**src/rtl/pqts_ram.sv**
```systemverilog
// Generic single write port, single read port RAM with registered read data.
// No dependencies.
module pqts_ram #(
  parameter int WIDTH = 32,
  parameter int DEPTH = 16
) (
  input  logic                                        clk,
  input  logic                                        we,
  input  logic [((DEPTH > 1) ? $clog2(DEPTH) : 1)-1:0] waddr,
  input  logic [WIDTH-1:0]                            wdata,
  input  logic [((DEPTH > 1) ? $clog2(DEPTH) : 1)-1:0] raddr,
  output logic [WIDTH-1:0]                            rdata
);

  logic [WIDTH-1:0] mem [DEPTH];
  logic [WIDTH-1:0] rdata_r;

  always_ff @(posedge clk) begin
    if (we) begin
      mem[waddr] <= wdata;
    end
    rdata_r <= mem[raddr];
  end

  assign rdata = rdata_r;

endmodule

```
**config.mk**
```make
export PLATFORM = sky130hd
export DESIGN_NAME = pqts_ram
export DESIGN_NICKNAME = d
export VERILOG_FILES = /design/src/rtl/pqts_ram.sv
export SDC_FILE = /design/constraint.sdc
export NUM_CORES = 1
export LEC_CHECK = 0
export ABC_AREA = 1
export BUFFER_PORTS_ARGS = -buffer_cell sky130_fd_sc_hd__buf_2
export CORE_MARGIN = 1
export CORE_UTILIZATION = 56
export DETAILED_ROUTE_END_ITERATION = 10
export HOLD_SLACK_MARGIN = 0.08
export PLACE_DENSITY = 0.76
export SKIP_CTS_REPAIR_TIMING = 1
export SLEW_MARGIN = 20
export SYNTH_ARGS = -nofsm -noshare
export SYNTH_HDL_FRONTEND = slang
export SYNTH_SLANG_ARGS = --single-unit
```
**constraint.sdc**
```tcl
create_clock -name clk -period 2.15 [get_ports clk]
set_input_delay 0.3225 -clock clk [delete_from_list [all_inputs] [get_ports clk]]
set_output_delay 0.3225 -clock clk [all_outputs]
set_load 0.1 [all_outputs]
```
**Word-level counts from Yosys, hierarchy flattened**

Memories as Yosys holds them, arrays and structs flattened. A register that Yosys moved wholly into a read port is not among the register bits.
Index checks and enable logic that the tools add are counted.

- Muxes and demuxes: 2

Operators with widths:

| cell | count |
|---|---|
| 1-bit 2-to-1 mux | 2 |

- Register bits after elaboration: 0
- RAM bits: 512
- Input port bits: 42
- Output and inout bits: 32
- Memories kept: 1

Memories:

| memory | words | width | rd ports | clocked after Yosys merged registers in | wr ports | line | source |
|---|---|---|---|---|---|---|---|
| mem | 16 | 32 | 1 | 1 | 1 | 15 | `logic [WIDTH-1:0] mem [DEPTH];` |

**Logic depth before layout (Yosys ltp)**

- Depth in word-level cells: 2
- Mapped depth: 10
- Gate-level depth less buffers: 7

**Worst setup path before layout**

OpenSTA, ideal clock, no wires.

- Kind: input port to flip-flop
- Start point: input port waddr[2] (netlist bit)
- End point: memory mem[10][0], enable pin
- Arrival: 1,894 ps
- Data required time: 1,729 ps
- Setup slack: -165 ps
- Cell stages on the path: 2
- Buffers on the path: 0
- Path through: nand3b_1 nor2_1

RTL lines:

| item | line | source |
|---|---|---|
| start, declared | 9 | `input logic [((DEPTH > 1) ? $clog2(DEPTH) : 1)-1:0] waddr,` |
| end, declared | 15 |  |

No word-level cell before the write port.

**Final worst setup path**

- Start point: register rdata_r[8], in the netlist rdata[8], read port of mem
- End point: output port rdata[8]

RTL lines:

| item | line | source |
|---|---|---|
| start, declared | 16 | `logic [WIDTH-1:0] rdata_r;` |
| end, declared | 12 | `output logic [WIDTH-1:0] rdata` |

No word-level cell between the ends.

==> results.rst <==
.. list-table::
   :header-rows: 1

   * - Metric
     - Value
   * - Worst slack at placement
     - roughly 0.47 ns
   * - Vert. Die Dim
     - 203 um
   * - Internal power of the cells
     - ~0.017 W
   * - Iteration-0 DRC count of the detailed router
     - about 1400
   * - Post-layout min period
     - 1.76 ns
   * - Part of the total power dissipated in sequential elements
     - 53.2%
   * - Buffer depth of the longest clock path
     - 3
   * - Synthesized netlist cell count
     - 2120
   * - Run status
     - finished, final reports clean
   * - Final net count
     - 2224
   * - Dominant delay contributor by cell family on the critical path
     - buffers and inverters
   * - Start-to-end type of the worst setup path
     - reg2out
   * - Top Ports
     - 74
   * - Cell area after synthesis
     - 0.0227 sq mm
   * - Dominant cells by area after synthesis
     - edfxtp_1 68%, nand2_1 11%, nand3_1 8.5%
   * - Ratio of cells with drive above 1 in the final layout
     - under 10%
   * - Tot GR Track Use
     - between 20% and 30%
   * - Number of antenna violations at the first check in global routing
     - 0
   * - Share of the cycle needed by the critical path after routing
     - 81.9%
   * - FF+latch count, synth
     - 544
   * - RSZ-0062 raised after global routing
     - no
   * - Area of the die
     - just over 0.04 sq mm
   * - Commonest non-fill, non-tap cells in the layout
     - 677 x nand2_1, 512 x edfxtp_1, 386 x inv_1
   * - Per-cell via count in the routed design
     - ~5.3
   * - Worst-path maximum fanout
     - 1
   * - Count of endpoints failing hold in the final timing report
     - 0
   * - Clock sinks
     - 544
   * - Number of standard-cell rows in the floorplan
     - 73
   * - Initial cell density of the core
     - a little under three fifths
   * - Maximum number of pins on one net before global-route repair
     - 119
   * - Total clock buffers created by CTS
     - between 50 and 60
   * - Cell with the biggest individual delay on the critical path
     - buf_2
   * - Clock latency reported for the late side of the worst-skew pair
     - ~0.60 ns
   * - Total net switching power
     - 0.00527 W
   * - TritonCTS clock tree
     - yes
   * - Final-report setup violation count
     - 0
   * - Max-cap violation count
     - 0
   * - Global route total overflow
     - 0
   * - Max Freq
     - 568 MHz
   * - Pwr per Cell Area
     - 883 mW/mm^2
   * - Netlist cell types
     - 15
   * - First-pass GRT wire length
     - approximately 78000 um
   * - Max-slew violation count
     - 0
   * - Post-route DRC
     - 0
   * - Headroom to the max-slew limit
     - 62.1%
   * - Worst path cell trace
     - buf_2
   * - Number of nets produced by synthesis
     - 2162
   * - Core area
     - 0.0399 sq mm
   * - CP peak stage delay
     - 0.46 ns
   * - Post-synthesis area per instance
     - approximately 11 sq um
   * - RePlAce Congestion
     - 0.768
   * - Number of H-tree levels
     - 2
   * - Floorplan die width
     - 203 um
   * - Routed WL
     - 48900 um
   * - Drt pass-1 iters
     - 6
   * - Worst-margin pin slew
     - around 0.57 ns
   * - Clock network fraction of total power
     - 38.5%
   * - Kind of launch point of the worst setup path
     - flop
   * - Buffering stage count on the worst path with inverters included
     - 1
   * - Type of the most critical hold path
     - in2reg
   * - Cell accounting for the most synthesized area
     - edfxtp_1
   * - Final setup margin
     - approximately 0.39 ns
   * - Warning count from the yosys run
     - 0
   * - Antenna cell count
     - 0
   * - Share of power burned in combinational logic
     - 8.2%
   * - Detailed placement HPWL
     - around 26000 um
   * - Largest clock skew in the final design
     - 0.0174 ns
   * - Most common library cell in the layout ignoring fill and taps
     - nand2_1
   * - Area growth from synthesis to final layout
     - 11.6%
   * - Routed Antenna Nets
     - 0
   * - Number of buffer cells added on primary ports
     - 73
   * - Peak ir drop on the vdd network
     - 0.578 mV
   * - Arrival @ worst endpoint
     - 1.44 ns
   * - Area share of the leading cell type in the synthesized netlist
     - ~68%
   * - Placement Cell Area
     - 0.0238 sq mm
   * - Clock input transition at the sequential cells of the worst setup and hold paths
     - 0.06 ns
   * - Fraction of the yosys area taken by sequential cells
     - 70.5%
   * - Leakage power summed over all cells
     - between 10 and 15 nW
   * - Wire length per cell after detailed routing
     - 17.8 um
   * - Library cell used as clock root buffer
     - clkbuf_16
   * - Routed vias
     - 14600
   * - Vias in the first global route
     - 14800
   * - Final Total Pwr
     - about 0.022 W
   * - Switching share of power
     - a little under a quarter
   * - Hold_ws
     - 0.108 ns
   * - Req. time, crit path
     - 1.83 ns
   * - Finished Core Util
     - 63.6%
   * - Critical path capture point type
     - primary output
   * - Summed area of non-filler cells in the final layout
     - approximately 0.025 sq mm
[power by group through the flow]
stage                     sequential [W]  combinational [W]  clock [W]
after floorplan                   0.0126           0.000810          0
after global placement            0.0121            0.00179          0
after detailed placement          0.0121            0.00184          0
after CTS                         0.0119            0.00185    0.00872
after global routing              0.0119            0.00200    0.00917
final                             0.0119            0.00184    0.00863
[per-layer routing]
layer	track usage, %	vias to the layer above	wire length [um]
li1	-	6971	-
met3	3.60	117	3040
met4	11.2	0	1670
met1	30.5	6996	19400
met2	42.4	555	24800
met5	0	-	0
[per-stage QoR]
step                      cells  TNS, ns
final                      2751        0
after global routing       2751        0
after CTS                  2751        0
after detailed placement   2652        0
after global placement     2652        0
after floorplan            2120   -52.75
[state kept, by name, summed over array words and instances (netlist names)]
name and flops:
rdata 32, mem 512
[cell families after synthesis]
group,Yosys count,share of synthesized area [%]
buffers and inverters,495,9.54
and+or+nand+nor,1081,20.0
DFF,544,70.5
[worst paths after layout]
kind                                  start    endpoint  slack [ns]  cells past startpoint
worst max-delay path               rdata[8]    rdata[8]        0.39                      1
worst min-delay path              wdata[16]  mem[7][16]        0.11                      1
worst max register to register   mem[1][24]   rdata[24]        1.12                      6
worst min register to register  mem[10][23]   rdata[23]        0.65                      6
[synthesized netlist by cell type]
cell and instances:
nand2_1 677, edfxtp_1 512, inv_1 388, nand3_1 385, buf_2 41, dfxtp_1 32
buf_6 29, nor2_1 17, buf_1 14, clkbuf_1 14, buf_4 6, nand3b_1 2
buf_12 1, inv_2 1, inv_4 1
[cell type report]
cell class / instances / area [sq um]
flip-flops and latches: 544 / 16000
fillers: 2900 / 14500
multi-input cells: 1081 / 4670
clock buffers: 82 / 1490
inverters: 390 / 1470
repair buffers: 112 / 955
well taps: 525 / 657
clock inverters: 17 / 126
(Power assumes the default switching activity.)
