===== src/rtl/pqts_pkg.sv =====
// Shared types, constants and helpers for the piecewise quintic trajectory sampler.
// No dependencies; used by pqts_step_unit and the top level.
package pqts_pkg;

  localparam int MAX_SEGMENTS = 16;
  localparam int NCOEF        = 12;
  localparam int AXIS_COEFS   = 6;
  localparam int SEG_W        = (MAX_SEGMENTS > 1) ? $clog2(MAX_SEGMENTS) : 1;
  localparam int SEGCNT_W     = $clog2(MAX_SEGMENTS + 1);
  localparam int CDEPTH       = MAX_SEGMENTS * NCOEF;
  localparam int CADDR_W      = $clog2(CDEPTH);
  localparam logic [2:0] TOP_POWER = 3'd5;

  typedef enum logic [2:0] {
    OP_WCOEF  = 3'd0,
    OP_WEND   = 3'd1,
    OP_COMMIT = 3'd2,
    OP_TRIG   = 3'd3,
    OP_SAMPLE = 3'd4
  } op_t;

  // Which derivative a polynomial pass produces; its value is also the lowest power used.
  typedef enum logic [1:0] {
    KIND_POS = 2'd0,
    KIND_VEL = 2'd1,
    KIND_ACC = 2'd2
  } kind_t;

  typedef enum logic [3:0] {
    ST_IDLE,
    ST_SRCH_RD,
    ST_SRCH_CMP,
    ST_C_RD,
    ST_C_CAP,
    ST_FIRST,
    ST_MUL_HI,
    ST_ADD,
    ST_STORE,
    ST_EMIT
  } state_t;

  typedef struct packed {
    logic load;
    logic mul_lo;
    logic mul_hi;
    logic add;
  } step_ctl_t;

  // Derivative weight of the power-k coefficient: 1, k or k*(k-1).
  function automatic logic [4:0] coef_factor(input kind_t kind, input logic [2:0] k);
    logic [4:0] f;
    begin
      case (kind)
        KIND_POS: f = 5'd1;
        KIND_VEL: f = {2'b00, k};
        KIND_ACC: f = 5'({2'b00, k} * ({2'b00, k} - 5'd1));
        default:  f = 5'd0;
      endcase
      return f;
    end
  endfunction

  // Q32.32 to Q16.16, truncating toward zero and saturating.
  function automatic logic [31:0] to_q16(input logic [63:0] a);
    logic        neg;
    logic [63:0] m;
    logic [47:0] q;
    logic [31:0] r;
    begin
      neg = a[63];
      m   = neg ? (64'd0 - a) : a;
      q   = m[63:16];
      if (neg) begin
        if (q > 48'h0000_8000_0000) q = 48'h0000_8000_0000;
        r = 32'd0 - q[31:0];
      end else begin
        if (q > 48'h0000_7FFF_FFFF) q = 48'h0000_7FFF_FFFF;
        r = q[31:0];
      end
      return r;
    end
  endfunction

endpackage


===== src/rtl/pqts_step_unit.sv =====
// Shared Horner step: acc = sat(sat(acc*tt/2^16) + coef), one 32x32 multiplier used twice.
// Depends on pqts_pkg for the step control struct.
module pqts_step_unit (
  input  logic                clk,
  input  pqts_pkg::step_ctl_t ctl,
  input  logic [63:0]         coef,
  input  logic [31:0]         tt_mag,
  input  logic                tt_neg,
  output logic [63:0]         acc
);

  logic [63:0] acc_r;
  logic [95:0] prod_r;
  logic        neg_r;
  logic [63:0] acc_mag;
  logic [31:0] half;
  logic [63:0] pp;
  logic [79:0] shifted;
  logic [63:0] mmag;
  logic [63:0] mterm;
  logic [64:0] sum;
  logic [63:0] sum_sat;

  assign acc_mag = acc_r[63] ? (64'd0 - acc_r) : acc_r;
  assign half    = ctl.mul_hi ? acc_mag[63:32] : acc_mag[31:0];
  assign pp      = {32'd0, half} * {32'd0, tt_mag};

  assign shifted = prod_r[95:16];
  assign mmag    = (|shifted[79:63]) ? 64'h7FFF_FFFF_FFFF_FFFF : {1'b0, shifted[62:0]};
  assign mterm   = neg_r ? (64'd0 - mmag) : mmag;
  assign sum     = {mterm[63], mterm} + {coef[63], coef};

  always_comb begin
    if (sum[64] != sum[63]) begin
      sum_sat = sum[64] ? 64'h8000_0000_0000_0000 : 64'h7FFF_FFFF_FFFF_FFFF;
    end else begin
      sum_sat = sum[63:0];
    end
  end

  always_ff @(posedge clk) begin
    if (ctl.mul_lo) begin
      prod_r <= {32'd0, pp};
      neg_r  <= acc_r[63] ^ tt_neg;
    end else if (ctl.mul_hi) begin
      prod_r <= prod_r + {pp, 32'd0};
    end
    if (ctl.load) begin
      acc_r <= coef;
    end else if (ctl.add) begin
      acc_r <= sum_sat;
    end
  end

  assign acc = acc_r;

endmodule


===== config.mk =====
export PLATFORM = sky130hd
export DESIGN_NAME = pqts_step_unit
export DESIGN_NICKNAME = d
export VERILOG_FILES = /design/src/rtl/pqts_pkg.sv /design/src/rtl/pqts_step_unit.sv
export SDC_FILE = /design/constraint.sdc
export NUM_CORES = 2
export LEC_CHECK = 0
export BUFFER_PORTS_ARGS = -buffer_cell sky130_fd_sc_hd__buf_2
export CORE_AREA = 2 2 358 360
export DETAILED_ROUTE_END_ITERATION = 8
export DIE_AREA = 0 0 360 362
export SLEW_MARGIN = 40
export SYNTH_ARGS = -nofsm -noshare
export SYNTH_HDL_FRONTEND = slang
export SYNTH_SLANG_ARGS = --single-unit
export TNS_END_PERCENT = 10

===== constraint.sdc =====
create_clock -name clk -period 17.66 [get_ports clk]
set_clock_uncertainty 0.15 [all_clocks]
set_input_delay 3.532 -clock clk [delete_from_list [all_inputs] [get_ports clk]]
set_output_delay 3.532 -clock clk [all_outputs]
set_load 0.01 [all_outputs]

* After elaboration in Yosys (flattened, before gate mapping)
Cells that the tools add are included.
** Storage, ports and cells
- Output and inout port bits :: 64
- Register bits after elaboration :: 161
- Input bits :: 102
** Cells by class
- Bitwise operators :: 1
- Muxes and demuxes :: 10
- Reduce and logical (&&, ||, !) cells :: 3
- $add $sub $neg :: 4
- Multiply operators :: 1
- Equality and inequality tests :: 1
** Operators with widths (count)
- $mux W64 :: 8
- $add A96 B96 Y96 :: 1
- $add A64 B64 Y65 :: 1
- $mul A32 B32 Y64 :: 1
- $sub A1 B63 Y64 const A :: 1
- $sub A1 B64 Y64 const A :: 1
- $mux W63 :: 1
- $mux W32 :: 1
- $reduce_or A17 Y1 :: 1
- $reduce_bool A2 Y1 :: 2
- $ne A1 B1 Y1 :: 1
- $xor A1 B1 Y1 :: 1

* Depth between registers and ports, before layout
- Word-level depth :: 9
- Gate-level depth with buffers :: 49
- Depth with buffers taken out :: 46

* Worst setup path before layout
OpenSTA, ideal clock, no wires.
- Path type :: input port to flip-flop
- From :: input ctl[1] in the netlist's numbering
- To :: register prod_r[94]
- Data required time :: 17.382 ns
- Arrival time :: 13.449 ns
- Path slack :: 3.933 ns
- Stages on the path :: 42
- Library setup time :: 0.128 ns
- Buffers on the path :: 6
- Cell sequence :: clkbuf_1 > clkbuf_1 > buf_1 > a211oi_1 > a221oi_1 > clkbuf_1 > and2_1 > fa_1 > fa_1 > fa_1 > inv_1 > fa_1 > inv_1 > fa_1 > inv_1 > fa_1 > inv_1 > fa_1 > (+6 left out) > a211o_1 > o21a_1 > o31a_1 > o21ai_0 > a21boi_0 > xnor2_1 > ha_1 > clkbuf_1 > a21o_1 > a21o_1 > a21o_1 > a21o_1 > a221oi_1 > nor2b_1 > nor3_1 > o41ai_1 > xnor2_1 > o21ai_0
** On the way
- Cells in the longest elaborated chain, start to end :: 3
** RTL lines
- from (decl) :: line pqts_step_unit.sv:5 : input pqts_pkg::step_ctl_t ctl,
- $mux W32 :: line pqts_step_unit.sv:25 : assign half = ctl.mul_hi ? acc_mag[63:32] : acc_mag[31:0];
- $mul A32 B32 Y64 :: line pqts_step_unit.sv:26 : assign pp = {32'd0, half} * {32'd0, tt_mag};
- $add A96 B96 Y96 :: line pqts_step_unit.sv:46 : prod_r <= prod_r + {pp, 32'd0};
- to (signal assigned) :: line pqts_step_unit.sv:43 : prod_r <= {32'd0, pp};
- to (signal assigned) :: line pqts_step_unit.sv:46
- to (decl) :: line pqts_step_unit.sv:13 : logic [95:0] prod_r;
Several ways; a longest one is shown, not always the timed one.
A chain may end at the register's enable or synchronous reset.

* Worst setup path after layout
- From :: input ctl[1] in the netlist's numbering
- To :: register prod_r[95]
Same word-level chain as after synthesis.

==> results.md <==
- Outcome: completed
- Total Die Area: 0.1303 sq mm
- CTS H-Tree Depth: 4
- Routed WL: 159800 microns
- Fin. Hold Viols: 0
- Multi-input gate area: 0.04194 sq mm
- Predominant post-synthesis flop cell: edfxtp_1
- CTS Root Cell: clkbuf_16
- Setup TNS: 0 ps
- WS Path Type: in -> reg
- Post-synthesis adder-cell area fraction: 0.4571
- TritonCTS Buffers: 17
- Cts repair resizes: 0
- Starting Density: 0.3975
- Worst-Margin Slew: 956.0 ps
- Seq/Total Area, Yosys: 0.08010
- Top Ports: 166
- Remaining DRCs: 0
- Relative slew margins: 0.3546
- Longest Clk Path Bufs: 2
- Mapped Avg Cell Area: 8.481 sq um
- Most frequent CP cell: fa_1
- Cell depth of the worst setup path: 37
- Synthesized instance count: 5938
- Count of state elements after synthesis: 145
- Post-route minimum period: 15170 ps
- Worst Setup EP: prod_r[95]
- Xor/xnor share of the synthesized area: 0.03617
- Critical Path AT: 15360 ps
- Period utilization: 0.8588
- DRT antenna net count: 0
- Via density: 5.561
- Worst reg2reg path startpoint: acc[23]
- Tot GR Track Use: 0.2468
- Core area: 0.1267 sq mm
- Die X: 360 microns
- Max-cap violations: 0
- Post-synthesis mux area share: 0.006186
- Max frequency: 65.93 MHz
- CP max stage delay: 750 ps
- Leading cell types in the layout, fill and taps excluded: fa_1 (898), inv_1 (896), nand2_1 (753), and2_1 (594), ha_1 (403)
- Required time worst endpoint: 17850 ps
- Synthesis warning total: 0
- Worst Path Buf+Inv: 6
- Final net count: 7229
- Reg clk slew, reported paths: 70 ps
- Die Height: 362 microns
- RSZ-0062 raised after global routing: no
- Reg2Reg Setup Slack: 3640 ps
- Worst Reg2Reg Path Length in Cells: 43
- RR Endpoint: prod_r[94]
- RePlAce Congestion: 0.9519
- Main combinational cell family by area after synthesis: adder cells
- Final Max Slew Viols: 0
- WL per Instance: 21.29 microns
- FP Rows: 131
- Post-synth cell types: 73
- Post-DP HPWL: 129900 microns
- Crit path capture type: register
- Critical Path Slowest Stage Cell: nor4b_1
- Compound-Gate Fraction of Synth Area: 0.1254
- Routed via count: 41720
- Post-CTS setup buffer count: 0
- Filler cells: 12750
- Port Buffers: 165
- Post-Syn Area: 0.05036 sq mm
- Largest net degree at the start of global routing: 73
- DRT iter0 DRCs: 3418
- Commonest non-fill, non-tap cell in the layout: fa_1
- Vias in the first global route: 43020
- Family with the most delay on the worst path: adder cells
- Final setup viols: 0
- Max FO, Critical Path: 53
- Post-Syn Nets: 7341
- First-pass GRT wire length: 252400 microns
- CTS sink cnt: 145
- Startpoint Class: input port
- Clk Latency, worst-skew pair: 490 ps
- Post-synth EDFFs: 113
- Register area: 0.004034 sq mm
- Layout area overhead: 5.662%
- HP Class: reg -> reg
- Ys async rst share: 0
- Worst setup startpoint: ctl[1]
- Total congestion overflow: 0
- Drt pass-1 iters: 7
- Post-synthesis simple-gate area fraction: 0.2026
- Layout cell share with drive strength beyond 1: 0.05772
- TritonCTS clock tree: done
- # hold bufs at CTS: 0
- Initial antenna violation count: 4
per-stage QoR:
step	hold WS, ps	instances	instance area (sq um)	utilization	setup WS [ps]
floorplan	303.6	5938	50360	-	3933
global placement	327.8	7468	52550	0.4147	2117
detailed placement	334.7	7469	52590	0.4151	2184
CTS	341.5	7501	53190	0.4198	2611
global route	371.9	7502	53210	0.4200	1762
finish	340.5	7503	53210	0.4200	2493
metal layers:
layer  global-route usage  routed length (microns)  share of wire
met3              0.02203                     8912          0.056
met4              0.06105                     3980          0.025
met1               0.3455                    71190           0.45
met5                    0                        0              0
met2               0.4119                    75680           0.47
how the worst min path moves through the flow:
| stage | from | to | slack [ps] | depth (start not counted) |
|---|---|---|---|---|
| final | prod_r[89] | prod_r[89] | 340 | 2 |
| after global routing | prod_r[93] | prod_r[93] | 370 | 2 |
| after CTS | prod_r[89] | prod_r[89] | 340 | 2 |
| after detailed placement | prod_r[79] | prod_r[79] | 330 | 2 |
| after global placement | prod_r[93] | prod_r[93] | 330 | 2 |
| after floorplan | prod_r[79] | prod_r[79] | 300 | 2 |
worst register-to-register path, delay by kind of cell, from the launching register on:
kind                     cells  cell delay [ps]
flip-flops                   1              510
AO/OA/AOI/OAI               17             3800
adder cells (fa/ha/maj)     10             4740
AND/OR/NAND/NOR              9             3350
XOR/XNOR                     2              680
buffers and inverters        5              630
cell families (layout without fill, tap and decap cells):
logic type                 count (synthesis)  count (layout)
and+or+nand+nor                         2015            2015
adders and majority gates               1301            1301
xor gates and xnor gates                 208             208
buffers and inverters                   1240            1141
AOI/OAI and AO/OA                        999             999
muxes                                     30              30
other                                      0               2
DFF                                      145             145
cell type report:
class / count / area share
Antenna cell: 2 / 0.00009405
Clock buffer: 17 / 0.007995
Clock inverter: 15 / 0.003292
Inverter: 897 / 0.06327
Multi-Input combinational cell: 4553 / 0.7881
Sequential cell: 145 / 0.07581
Tap cell: 1662 / 0.03908
Timing Repair Buffer: 212 / 0.02231
cell usage after synthesis (all sizes together) (8+ instances only):
master / count / area, sq um
o311ai: 36 / 315.3
a221o: 10 / 100.1
or3: 50 / 312.8
o21a: 26 / 195.2
nor3: 52 / 260.3
xnor2: 114 / 998.5
inv: 897 / 3367
nor4: 34 / 227.7
a21o: 126 / 945.9
nor2: 195 / 732.0
edfxtp: 113 / 3393
o21ai: 222 / 1111
mux2i: 21 / 210.2
o41ai: 10 / 87.58
nor2b: 77 / 481.7
a211o: 12 / 105.1
fa: 898 / 17980
and3: 21 / 131.4
a21boi: 14 / 105.1
nand2b: 33 / 206.5
ha: 403 / 5042
or4: 23 / 183.9
and2: 594 / 3716
a21oi: 307 / 1536
o21bai: 33 / 247.7
nand3: 66 / 330.3
dfxtp: 32 / 640.6
nand2: 754 / 2830
a31oi: 34 / 212.7
clkbuf: 323 / 1212
or2: 23 / 143.9
a211oi: 47 / 352.8
nand4: 64 / 400.4
xor2: 94 / 823.3
a221oi: 8 / 70.07
mux2: 9 / 101.4
o31ai: 32 / 240.2
buf: 20 / 77.57
o211ai: 20 / 150.1
state kept, by name, summed over array words and instances (netlist names):
| register | count |
|---|---|
| prod_r | 80 |
| acc | 64 |
| neg_r | 1 |
Power is not shown: default switching activity piles up to over one toggle a cycle in this logic, so the estimate is an artifact.
